$ cat src/vna_pkg.sv
`default_nettype none
// ----------------------------------------------------------------------------
// vna_pkg
// Shared types, codes and constants of the vertex normal accumulator.
// ----------------------------------------------------------------------------
package vna_pkg;

    // fixed field widths
    localparam int IDX_W    = 12;
    localparam int IN_POS_W = 20;
    localparam int CFG_W    = 13;
    localparam int SUM_W    = 24;
    localparam int CNT_W    = 8;
    localparam int NRM_W    = 16;

    // parameter defaults
    localparam int DEF_MAX_VERTS = 4096;
    localparam int DEF_POS_WIDTH = 20;

    // normal scaling
    localparam int NORM_ONE = 16384;
    localparam int NORM_SH  = 14;
    localparam int CNT_MAX  = 255;

    // squared length below this counts as degenerate (1e-8 * 2^60)
    localparam logic [63:0] SMALL_LEN_SQ_LIMIT = 64'd11529215047;

    // arithmetic widths
    localparam int MAG_W  = 31;
    localparam int SQ_W   = 64;
    localparam int ROOT_W = 32;
    localparam int QUO_W  = 15;
    localparam int NUM_W  = 47;

    // sequencing
    localparam int STEP_W      = 6;
    localparam int COMP_W      = 2;
    localparam int CROSS_STEPS = 6;
    localparam int SQ_STEPS    = 3;
    localparam int SQRT_STEPS  = 32;
    localparam logic [COMP_W-1:0] COMP_LAST = 2'd2;

    typedef enum logic [1:0] {
        REQ_LOAD  = 2'd0,
        REQ_TRI   = 2'd1,
        REQ_READ  = 2'd2,
        REQ_CLEAR = 2'd3
    } req_t;

    typedef enum logic [4:0] {
        OP_NONE,
        OP_CAPTURE,
        OP_LOAD_WR,
        OP_CLR_START,
        OP_CLR_STEP,
        OP_POS_RD,
        OP_POS_CAP,
        OP_CROSS,
        OP_MAG,
        OP_SHIFT,
        OP_SQ,
        OP_SMALL,
        OP_SQRT_INIT,
        OP_SQRT_STEP,
        OP_DIV_LOAD,
        OP_DIV_STEP,
        OP_DIV_DONE,
        OP_ACC_RD,
        OP_ACC_WR,
        OP_RD_MEM,
        OP_RD_CAP,
        OP_RD_OUT
    } vna_op_t;

    typedef enum logic [4:0] {
        ST_CLEAR,
        ST_IDLE,
        ST_DISPATCH,
        ST_TRI_RD,
        ST_TRI_CAP,
        ST_CROSS,
        ST_MAG,
        ST_SHIFT,
        ST_SQ,
        ST_CHECK,
        ST_SQRT,
        ST_DIV_LOAD,
        ST_DIV_STEP,
        ST_DIV_DONE,
        ST_ACC_RD,
        ST_ACC_WR,
        ST_RD_CAP,
        ST_RD_OUT
    } vna_state_t;

    typedef struct packed {
        vna_op_t           op;
        logic [STEP_W-1:0] step;
        logic [COMP_W-1:0] comp;
    } vna_cmd_t;

    typedef struct packed {
        req_t kind;
        logic in_range;
        logic mag_big;
        logic small_len;
        logic clr_done;
        logic out_free;
    } vna_status_t;

endpackage
`default_nettype wire

$ cat src/vna_ctrl.sv
`default_nettype none
// ----------------------------------------------------------------------------
// vna_ctrl
// Sequencer: walks each item one step a cycle; reads wait for out_free.
// ----------------------------------------------------------------------------
module vna_ctrl (
    input  wire logic                 clk,
    input  wire logic                 rst_n,
    input  wire logic                 in_valid,
    output logic                      in_ready,
    input  wire vna_pkg::vna_status_t status,
    output vna_pkg::vna_cmd_t         cmd
);
    import vna_pkg::*;

    vna_state_t        state_reg, state_next;
    logic [STEP_W-1:0] step_reg, step_next;
    logic [COMP_W-1:0] comp_reg, comp_next;

    always_ff @(posedge clk or negedge rst_n)
    begin
        if (!rst_n)
        begin
            state_reg <= ST_CLEAR;
            step_reg  <= '0;
            comp_reg  <= '0;
        end
        else
        begin
            state_reg <= state_next;
            step_reg  <= step_next;
            comp_reg  <= comp_next;
        end
    end

    always_comb
    begin
        state_next = state_reg;
        step_next  = step_reg;
        comp_next  = comp_reg;
        in_ready   = 1'b0;
        cmd.op     = OP_NONE;
        cmd.step   = step_reg;
        cmd.comp   = comp_reg;

        unique case (state_reg)
            ST_CLEAR:
            begin
                if (status.clr_done)
                begin
                    state_next = ST_IDLE;
                end
                else
                begin
                    cmd.op = OP_CLR_STEP;
                end
            end
            ST_IDLE:
            begin
                in_ready = 1'b1;
                if (in_valid)
                begin
                    cmd.op     = OP_CAPTURE;
                    state_next = ST_DISPATCH;
                end
            end
            ST_DISPATCH:
            begin
                step_next = '0;
                comp_next = '0;
                unique case (status.kind)
                    REQ_LOAD:
                    begin
                        if (status.in_range)
                        begin
                            cmd.op = OP_LOAD_WR;
                        end
                        state_next = ST_IDLE;
                    end
                    REQ_TRI:
                    begin
                        state_next = status.in_range ? ST_TRI_RD : ST_IDLE;
                    end
                    REQ_READ:
                    begin
                        if (status.in_range)
                        begin
                            cmd.op     = OP_RD_MEM;
                            state_next = ST_RD_CAP;
                        end
                        else
                        begin
                            state_next = ST_RD_OUT;
                        end
                    end
                    REQ_CLEAR:
                    begin
                        cmd.op     = OP_CLR_START;
                        state_next = ST_CLEAR;
                    end
                endcase
            end
            ST_TRI_RD:
            begin
                cmd.op     = OP_POS_RD;
                state_next = ST_TRI_CAP;
            end
            ST_TRI_CAP:
            begin
                cmd.op = OP_POS_CAP;
                if (comp_reg == COMP_LAST)
                begin
                    step_next  = '0;
                    state_next = ST_CROSS;
                end
                else
                begin
                    comp_next  = comp_reg + 1'b1;
                    state_next = ST_TRI_RD;
                end
            end
            ST_CROSS:
            begin
                cmd.op    = OP_CROSS;
                step_next = step_reg + 1'b1;
                if (step_reg == STEP_W'(CROSS_STEPS))
                begin
                    state_next = ST_MAG;
                end
            end
            ST_MAG:
            begin
                cmd.op     = OP_MAG;
                state_next = ST_SHIFT;
            end
            ST_SHIFT:
            begin
                // bring all magnitudes below 2^31 before squaring
                if (status.mag_big)
                begin
                    cmd.op = OP_SHIFT;
                end
                else
                begin
                    step_next  = '0;
                    state_next = ST_SQ;
                end
            end
            ST_SQ:
            begin
                cmd.op    = OP_SQ;
                step_next = step_reg + 1'b1;
                if (step_reg == STEP_W'(SQ_STEPS))
                begin
                    state_next = ST_CHECK;
                end
            end
            ST_CHECK:
            begin
                step_next = '0;
                comp_next = '0;
                if (status.small_len)
                begin
                    cmd.op     = OP_SMALL;
                    state_next = ST_ACC_RD;
                end
                else
                begin
                    cmd.op     = OP_SQRT_INIT;
                    state_next = ST_SQRT;
                end
            end
            ST_SQRT:
            begin
                cmd.op    = OP_SQRT_STEP;
                step_next = step_reg + 1'b1;
                if (step_reg == STEP_W'(SQRT_STEPS - 1))
                begin
                    state_next = ST_DIV_LOAD;
                end
            end
            ST_DIV_LOAD:
            begin
                cmd.op     = OP_DIV_LOAD;
                step_next  = '0;
                state_next = ST_DIV_STEP;
            end
            ST_DIV_STEP:
            begin
                cmd.op    = OP_DIV_STEP;
                step_next = step_reg + 1'b1;
                if (step_reg == STEP_W'(QUO_W - 1))
                begin
                    state_next = ST_DIV_DONE;
                end
            end
            ST_DIV_DONE:
            begin
                cmd.op = OP_DIV_DONE;
                if (comp_reg == COMP_LAST)
                begin
                    comp_next  = '0;
                    state_next = (status.kind == REQ_TRI) ? ST_ACC_RD : ST_RD_OUT;
                end
                else
                begin
                    comp_next  = comp_reg + 1'b1;
                    state_next = ST_DIV_LOAD;
                end
            end
            ST_ACC_RD:
            begin
                cmd.op     = OP_ACC_RD;
                state_next = ST_ACC_WR;
            end
            ST_ACC_WR:
            begin
                // next corner is read only after this write lands
                cmd.op = OP_ACC_WR;
                if (comp_reg == COMP_LAST)
                begin
                    state_next = ST_IDLE;
                end
                else
                begin
                    comp_next  = comp_reg + 1'b1;
                    state_next = ST_ACC_RD;
                end
            end
            ST_RD_CAP:
            begin
                cmd.op     = OP_RD_CAP;
                comp_next  = '0;
                state_next = ST_DIV_LOAD;
            end
            ST_RD_OUT:
            begin
                if (status.out_free)
                begin
                    cmd.op     = OP_RD_OUT;
                    state_next = ST_IDLE;
                end
            end
            default:
            begin
                state_next = ST_IDLE;
            end
        endcase
    end

endmodule
`default_nettype wire

$ cat config.mk
export PLATFORM = sky130hd
export DESIGN_NAME = vna_ctrl
export DESIGN_NICKNAME = d
export VERILOG_FILES = /design/src/vna_pkg.sv /design/src/vna_ctrl.sv
export SDC_FILE = /design/constraint.sdc
export NUM_CORES = 1
export LEC_CHECK = 0
export ABC_AREA = 1
export ABC_CLOCK_PERIOD_IN_PS = 2250
export BUFFER_PORTS_ARGS = -buffer_cell sky130_fd_sc_hd__buf_2
export CAP_MARGIN = 0
export CORE_UTILIZATION = 40
export CTS_CLUSTER_SIZE = 16
export DETAILED_ROUTE_END_ITERATION = 8
export HOLD_SLACK_MARGIN = 0.15
export PLACE_DENSITY = 0.58
export SYNTH_ARGS = -nofsm -noshare
export SYNTH_HDL_FRONTEND = slang
export SYNTH_SLANG_ARGS = --single-unit
export TNS_END_PERCENT = 100
$ cat constraint.sdc
create_clock -name clk -period 2.25 [get_ports clk]
set_input_delay 0.3375 -clock clk [delete_from_list [all_inputs] [get_ports clk]]
set_output_delay 0.3375 -clock clk [all_outputs]
set_load 0.03 [all_outputs]
==> impl_metrics.env, run 1 <==
export IMPL_synth_seq_area_share=0.2220
export IMPL_synth_fa_ha_area_frac=0.04270
export IMPL_antenna_cells=0
export IMPL_worstHoldPathType="in2reg"
export IMPL_path_class="reg2out"
export IMPL_die_h_um=62.52
export IMPL_grt_pass1_vias=1421
export IMPL_dp_cells=327
export IMPL_reg2reg_to="state_reg[3]"
export IMPL_cp_max_fo=7
export IMPL_synth_top_area_frac=0.2408
export IMPL_timing_hold_ws_ns=0.4257
export IMPL_yosys_warnings=0
export IMPL_power_leakage_nw=1.024
export IMPL_antenna_found_initial=0
export IMPL_largest_reg_flops=6
export IMPL_tightest_slew_ns=0.3579
export IMPL_path_buf_inv=2
export IMPL_synthToLayoutAreaGrowth_pct=15.63
export IMPL_timing_final_crit_share=0.9411
export IMPL_gp_congestion=0.9689
export IMPL_status="complete, no violations"
export IMPL_slew_limit_headroom=0.7605
export IMPL_grt_max_degree=14
export IMPL_intPower_mw=0.8520
export IMPL_cts_htree_levels=1
export IMPL_synth_simple_area_share=0.5696
export IMPL_synth_area_um2=1465
export IMPL_drtAntennaViolNets=0
export IMPL_vias=1652
export IMPL_cts_made_buffers=3
export IMPL_r2r_slack_ns=0.56
export IMPL_path_clk_slew_ns=0.08
export IMPL_worstHoldEndpoint="state_reg[4]"
export IMPL_avgViaCountPerCell=4.946
export IMPL_finalSetupViolations=0
export IMPL_cp_top_family="simple AND/OR/NAND/NOR gates"
export IMPL_yosysTopAreaCell="nand2_1"
export IMPL_synth_compound_area_frac=0.04184
export IMPL_postSynthAreaPerCell_um2=5.592
export IMPL_synth_xor_area_frac=0
export IMPL_rr_startpoint="step_reg[0]"
export IMPL_max_cap_violations=0
export IMPL_pin_count=24
export IMPL_cpMaxStageDelayCell="dfrtp_2"
export IMPL_hp_start="status[6]"
export IMPL_fillers=378
export IMPL_fin_area_um2=1694
export IMPL_row_count=21
export IMPL_clockRootBuffer="clkbuf_4"
export IMPL_io_buffers=23
export IMPL_worstPathRequired_ns=1.91
export IMPL_muxShareOfSynthArea=0
export IMPL_multi_input_area_um2=988.4
export IMPL_clock_sinks=13
export IMPL_wire_per_inst_um=11.95
export IMPL_final_setup_skew_ns=0.0008213
export IMPL_r2r_cells=9
export IMPL_crit_path_cell_trace="buf_4 > nand2_1 > nor2_1 > nor2_1 > nand2_1 > nor3_1 > nand3_1 > buf_2"
export IMPL_fp_coreArea_um2=3416
export IMPL_die_x_um=62.52
export IMPL_ff_latch_area_um2=331.6
export IMPL_cts_tree="yes"
export IMPL_synth_nets=277
export IMPL_switching_power_mw=1.273
export IMPL_placed_cell_area_um2=1603
export IMPL_finalCriticalPeriod_ns=2.118
export IMPL_cp_start_kind="register"
export IMPL_synthCells=262
export IMPL_drt_total_wl_um=3991
export IMPL_yosysUniqueCellTypes=22
export IMPL_start_util=0.4289
export IMPL_clockBufferDepth=2
export IMPL_design_die_area_um2=3909
export IMPL_final_cells=334
export IMPL_swShare=0.5991
export IMPL_synth_ff_latch_count=13
export IMPL_synth_top_family_by_area="simple AND/OR/NAND/NOR gates"
export IMPL_clk_latency_ns=0.27
export IMPL_drc=0
export IMPL_dr_pass1_iters=5
export IMPL_worst_ep_arrival_time_ns=1.78
export IMPL_grt_overflow_total=0
export IMPL_synthTopCellsByArea="nand2_1 24%, dfrtp_1 22%, nand3_1 11%"
export IMPL_cp_end_kind="output port"
export IMPL_power_frac_seq=0.214
export IMPL_hold_viol=0
export IMPL_fin_nets=304
export IMPL_layout_drive_gt1_share=0.1944
export IMPL_gr_usage_all_layers=0.2172
export IMPL_p_clk_frac=0.068
export IMPL_drt_iter0_drc=129
export IMPL_cpPeakStageDelay_ns=0.48
export IMPL_grt_pass1_wl_um=6803
export IMPL_combPwrFrac=0.719
export IMPL_dp_hpwl_um=3238
export IMPL_cp_startpoint="state_reg[2]"
export IMPL_hold_depth=3
export IMPL_slew_violations=0
export IMPL_powerDensity_nw_per_um2=1254
export IMPL_max_freq_mhz=472.3
export IMPL_ir_drop_uv=537.0
-- final cells by class --
| cell class | instances | share of cell area |
|---|---|---|
| Multi-Input combinational cell | 206 | 0.5835 |
| Sequential cell | 13 | 0.1957 |
| Inverter | 39 | 0.08789 |
| Clock inverter | 1 | 0.002954 |
| Clock buffer | 3 | 0.01329 |
| Timing Repair Buffer | 26 | 0.08272 |
| Tap cell | 46 | 0.03397 |
-- worst register-to-register path, stage by stage, from the launching register on --
cell and delay, ns:
dfrtp_1 0.41, ha_1 0.24, nand3_1 0.14, nor2_1 0.14, nor2_2 0.06, nor2_1 0.10, nand2_1 0.06, nor2_1 0.29
nand2_1 0.11, nand2_1 0.09
-- routing by layer --
metal	vias to the layer above	GRT usage	wire length, µm
li1	869	-	-
met1	713	0.3341	2000
met2	62	0.2989	1657
met3	8	0.03102	270
met4	0	0.08140	63
met5	-	0	0
-- worst max path at each step --
stage | endpoint | slack, ns | depth (start not counted)
5_1_grt | cmd[8] | -0.008 | 8
3_3_place_gp | cmd[9] | 0.29 | 9
3_5_place_dp | cmd[9] | 0.30 | 9
4_1_cts | cmd[12] | 0.01 | 6
6_report | cmd[8] | 0.13 | 8
2_1_floorplan | cmd[8] | 0.21 | 7
-- cell usage after synthesis, drive strengths merged --
cell type,number
o211ai,3
buf,3
nor3,3
o21ai,6
ha,5
inv,39
nand3,36
o2111ai,1
nand3b,1
clkbuf,1
nand4,4
nand2,97
dfrtp,13
or2,1
nor2,48
and3,1
-- timing repair --
item                                    4_1_cts  5_1_grt
gates cloned                                  0        0
buffers inserted                              0        2
resized for setup                             1       14
hold buffers                                  1        0
hold endpoints to repair                     13        0
endpoints found under the setup margin        2        5
-- cells by family after synthesis --
kind of cell             Yosys count
AO/OA/AOI/OAI                     10
adder cells (fa/ha/maj)            5
buffers and inverters             43
flip-flops                        13
AND/OR/NAND/NOR                  191
-- power groups by stage --
stage,clock (mW),combinational (mW),sequential (mW)
after floorplan,0,1.12,0.437
after global placement,0,1.47,0.438
after detailed placement,0,1.46,0.438
after CTS,0.152,1.46,0.435
after global routing,0.168,1.71,0.473
final,0.144,1.53,0.454
-- metrics by stage --
stage | utilization | power, mW | TNS, ns | worst slack (ns)
after floorplan | - | 1.559 | 0 | 0.2138
after global placement | 0.4692 | 1.908 | 0 | 0.2929
after detailed placement | 0.4692 | 1.895 | 0 | 0.3027
after CTS | 0.4806 | 2.050 | 0 | 0.01488
after global routing | 0.4960 | 2.354 | -0.01334 | -0.008280
final | 0.4960 | 2.125 | 0 | 0.1325
-- placed cells by master, fill, tap and decap left out, types with 2 or more instances in the layout --
cell type	Yosys	layout
nor2_2	5	6
dfrtp_2	0	5
nand2_2	3	3
nor2_4	2	5
nand2_1	94	94
inv_1	37	36
nand3_1	33	33
o21ai_0	6	6
nor2_1	41	37
dfrtp_1	13	8
clkbuf_4	0	3
nand4_1	4	4
nand3_2	3	3
o211ai_1	3	3
inv_2	2	2
buf_2	0	23
nor3_1	3	2
buf_4	1	2
ha_1	5	5
Note: power is estimated with default switching activity, not from simulation.
==> run 2, diff against run 1 <==
--- a/config.mk
+++ b/config.mk
@@ -14,6 +14,7 @@
 export DETAILED_ROUTE_END_ITERATION = 8
 export HOLD_SLACK_MARGIN = 0.15
 export PLACE_DENSITY = 0.58
+export RECOVER_POWER = 25
 export SYNTH_ARGS = -nofsm -noshare
 export SYNTH_HDL_FRONTEND = slang
 export SYNTH_SLANG_ARGS = --single-unit
==> impl_metrics.env, run 2 (synthesis results as in run 1) <==
export IMPL_r2r_slack_ns=0.56
export IMPL_swShare=0.5992
export IMPL_start_util=0.4289
export IMPL_switching_power_mw=1.273
export IMPL_wire_per_inst_um=11.94
export IMPL_slew_limit_headroom=0.5283
export IMPL_intPower_mw=0.8517
export IMPL_antenna_found_initial=0
export IMPL_vias=1654
export IMPL_fp_coreArea_um2=3416
export IMPL_clockBufferDepth=2
export IMPL_fillers=379
export IMPL_synthToLayoutAreaGrowth_pct=15.54
export IMPL_io_buffers=23
export IMPL_grt_overflow_total=0
export IMPL_finalSetupViolations=0
export IMPL_grt_max_degree=14
export IMPL_worstHoldEndpoint="state_reg[4]"
export IMPL_reg2reg_to="state_reg[3]"
export IMPL_dr_pass1_iters=5
export IMPL_worstPathRequired_ns=1.91
export IMPL_drt_iter0_drc=129
export IMPL_hold_viol=0
export IMPL_p_total_mw=2.125
export IMPL_layout_setup_ws_ns=0.1325
export IMPL_clockRootBuffer="clkbuf_4"
export IMPL_clock_sinks=13
export IMPL_combPwrFrac=0.719
export IMPL_hp_start="status[6]"
export IMPL_r2r_cells=9
export IMPL_cts_tree="yes"
export IMPL_pin_count=24
export IMPL_dp_hpwl_um=3238
export IMPL_drt_total_wl_um=3987
export IMPL_gr_usage_all_layers=0.2172
export IMPL_die_x_um=62.52
export IMPL_layout_common_cells="94 x nand2_1, 37 x nor2_1, 36 x inv_1"
export IMPL_row_count=21
export IMPL_cts_htree_levels=1
export IMPL_timing_final_crit_share=0.9411
export IMPL_pre_cts_ws_ns=0.3027
export IMPL_cts_made_buffers=3
export IMPL_cp_start_kind="register"
export IMPL_finalCriticalPeriod_ns=2.118
export IMPL_avgViaCountPerCell=4.952
export IMPL_die_h_um=62.52
export IMPL_grt_pass1_vias=1421
export IMPL_final_setup_skew_ns=0.0008213
export IMPL_powerDensity_nw_per_um2=1255
export IMPL_tightest_slew_ns=0.7076
export IMPL_power_frac_seq=0.214
export IMPL_path_class="reg2out"
export IMPL_drtAntennaViolNets=0
export IMPL_antenna_cells=0
export IMPL_grt_pass1_wl_um=6803
export IMPL_gp_congestion=0.9689
export IMPL_power_leakage_nw=1.021
export IMPL_max_cap_violations=0
export IMPL_largest_reg_flops=6
export IMPL_layout_drive_gt1_share=0.1910
export IMPL_status="complete, no violations"
export IMPL_max_freq_mhz=472.3
export IMPL_clk_latency_ns=0.27
export IMPL_p_clk_frac=0.068
export IMPL_hold_depth=3
export IMPL_design_die_area_um2=3909
export IMPL_path_clk_slew_ns=0.08
export IMPL_rr_startpoint="step_reg[0]"
export IMPL_ir_drop_uv=536.9
export IMPL_final_common_cell="nand2_1"
export IMPL_slew_violations=0
export IMPL_worstHoldPathType="in2reg"
export IMPL_fin_nets=304
export IMPL_drc=0
export IMPL_worst_ep_arrival_time_ns=1.78
export IMPL_cp_max_fo=7
export IMPL_cp_end_kind="output port"
## run 2: final cells by class
class,count,area [µm²],area share
Multi-Input combinational cell,206,988.4,0.5839
Sequential cell,13,331.6,0.1959
Inverter,39,148.9,0.08795
Timing Repair Buffer,26,138.9,0.08204
Tap cell,46,57.56,0.03400
Clock buffer,3,22.52,0.01330
Clock inverter,1,5.005,0.002956
## run 2: how the worst max path moves through the flow
stage | startpoint | end | slack, ns | cells after the start
after floorplan | state_reg[2] | cmd[8] | 0.21 | 7
after global placement | state_reg[2] | cmd[9] | 0.29 | 9
after detailed placement | state_reg[2] | cmd[9] | 0.30 | 9
after CTS | state_reg[4] | cmd[12] | 0.01 | 6
after global routing | state_reg[2] | cmd[8] | -0.008 | 8
final | state_reg[2] | cmd[8] | 0.13 | 8
## run 2: power by group through the flow
| stage | clock [mW] | combinational [mW] | sequential [mW] |
|---|---|---|---|
| final | 0.144 | 1.53 | 0.454 |
| after CTS | 0.152 | 1.46 | 0.435 |
| after detailed placement | 0 | 1.46 | 0.438 |
| after global placement | 0 | 1.47 | 0.438 |
| after global routing | 0.168 | 1.71 | 0.473 |
| after floorplan | 0 | 1.12 | 0.437 |
## run 2: what timing repair did
| item | 4_1_cts | 5_1_grt |
|---|---|---|
| buffers inserted | 0 | 2 |
| resized for setup | 1 | 14 |
| setup endpoints to repair | 2 | 5 |
| hold buffers | 1 | 0 |
| endpoints found under the hold margin | 13 | 0 |
| gates cloned | 0 | 0 |
## run 2: metal layers
layer / up-vias / GRT usage / wire length [µm]
met5: - / 0 / 0
met4: 0 / 0.08140 / 63
met3: 8 / 0.03102 / 270
met2: 62 / 0.2989 / 1658
met1: 715 / 0.3341 / 1995
li1: 869 / - / -
## run 2: worst max-delay path, stage by stage, from the launching register on
cell,delay [ns]
dfrtp_2,0.48
buf_4,0.17
nand2_1,0.10
nor2_1,0.09
nor2_1,0.16
nand2_1,0.07
nor3_1,0.16
nand3_1,0.08
buf_2,0.18
## run 2: through the flow
step	hold slack [ns]	area, µm²	std cells	util	TNS, ns
after floorplan	0.04191	1465	262	-	0
after global placement	0.2439	1603	327	0.4692	0
after detailed placement	0.2423	1603	327	0.4692	0
after CTS	0.4179	1642	332	0.4806	0
after global routing	0.4320	1693	334	0.4956	-0.01334
final	0.4257	1693	334	0.4956	0
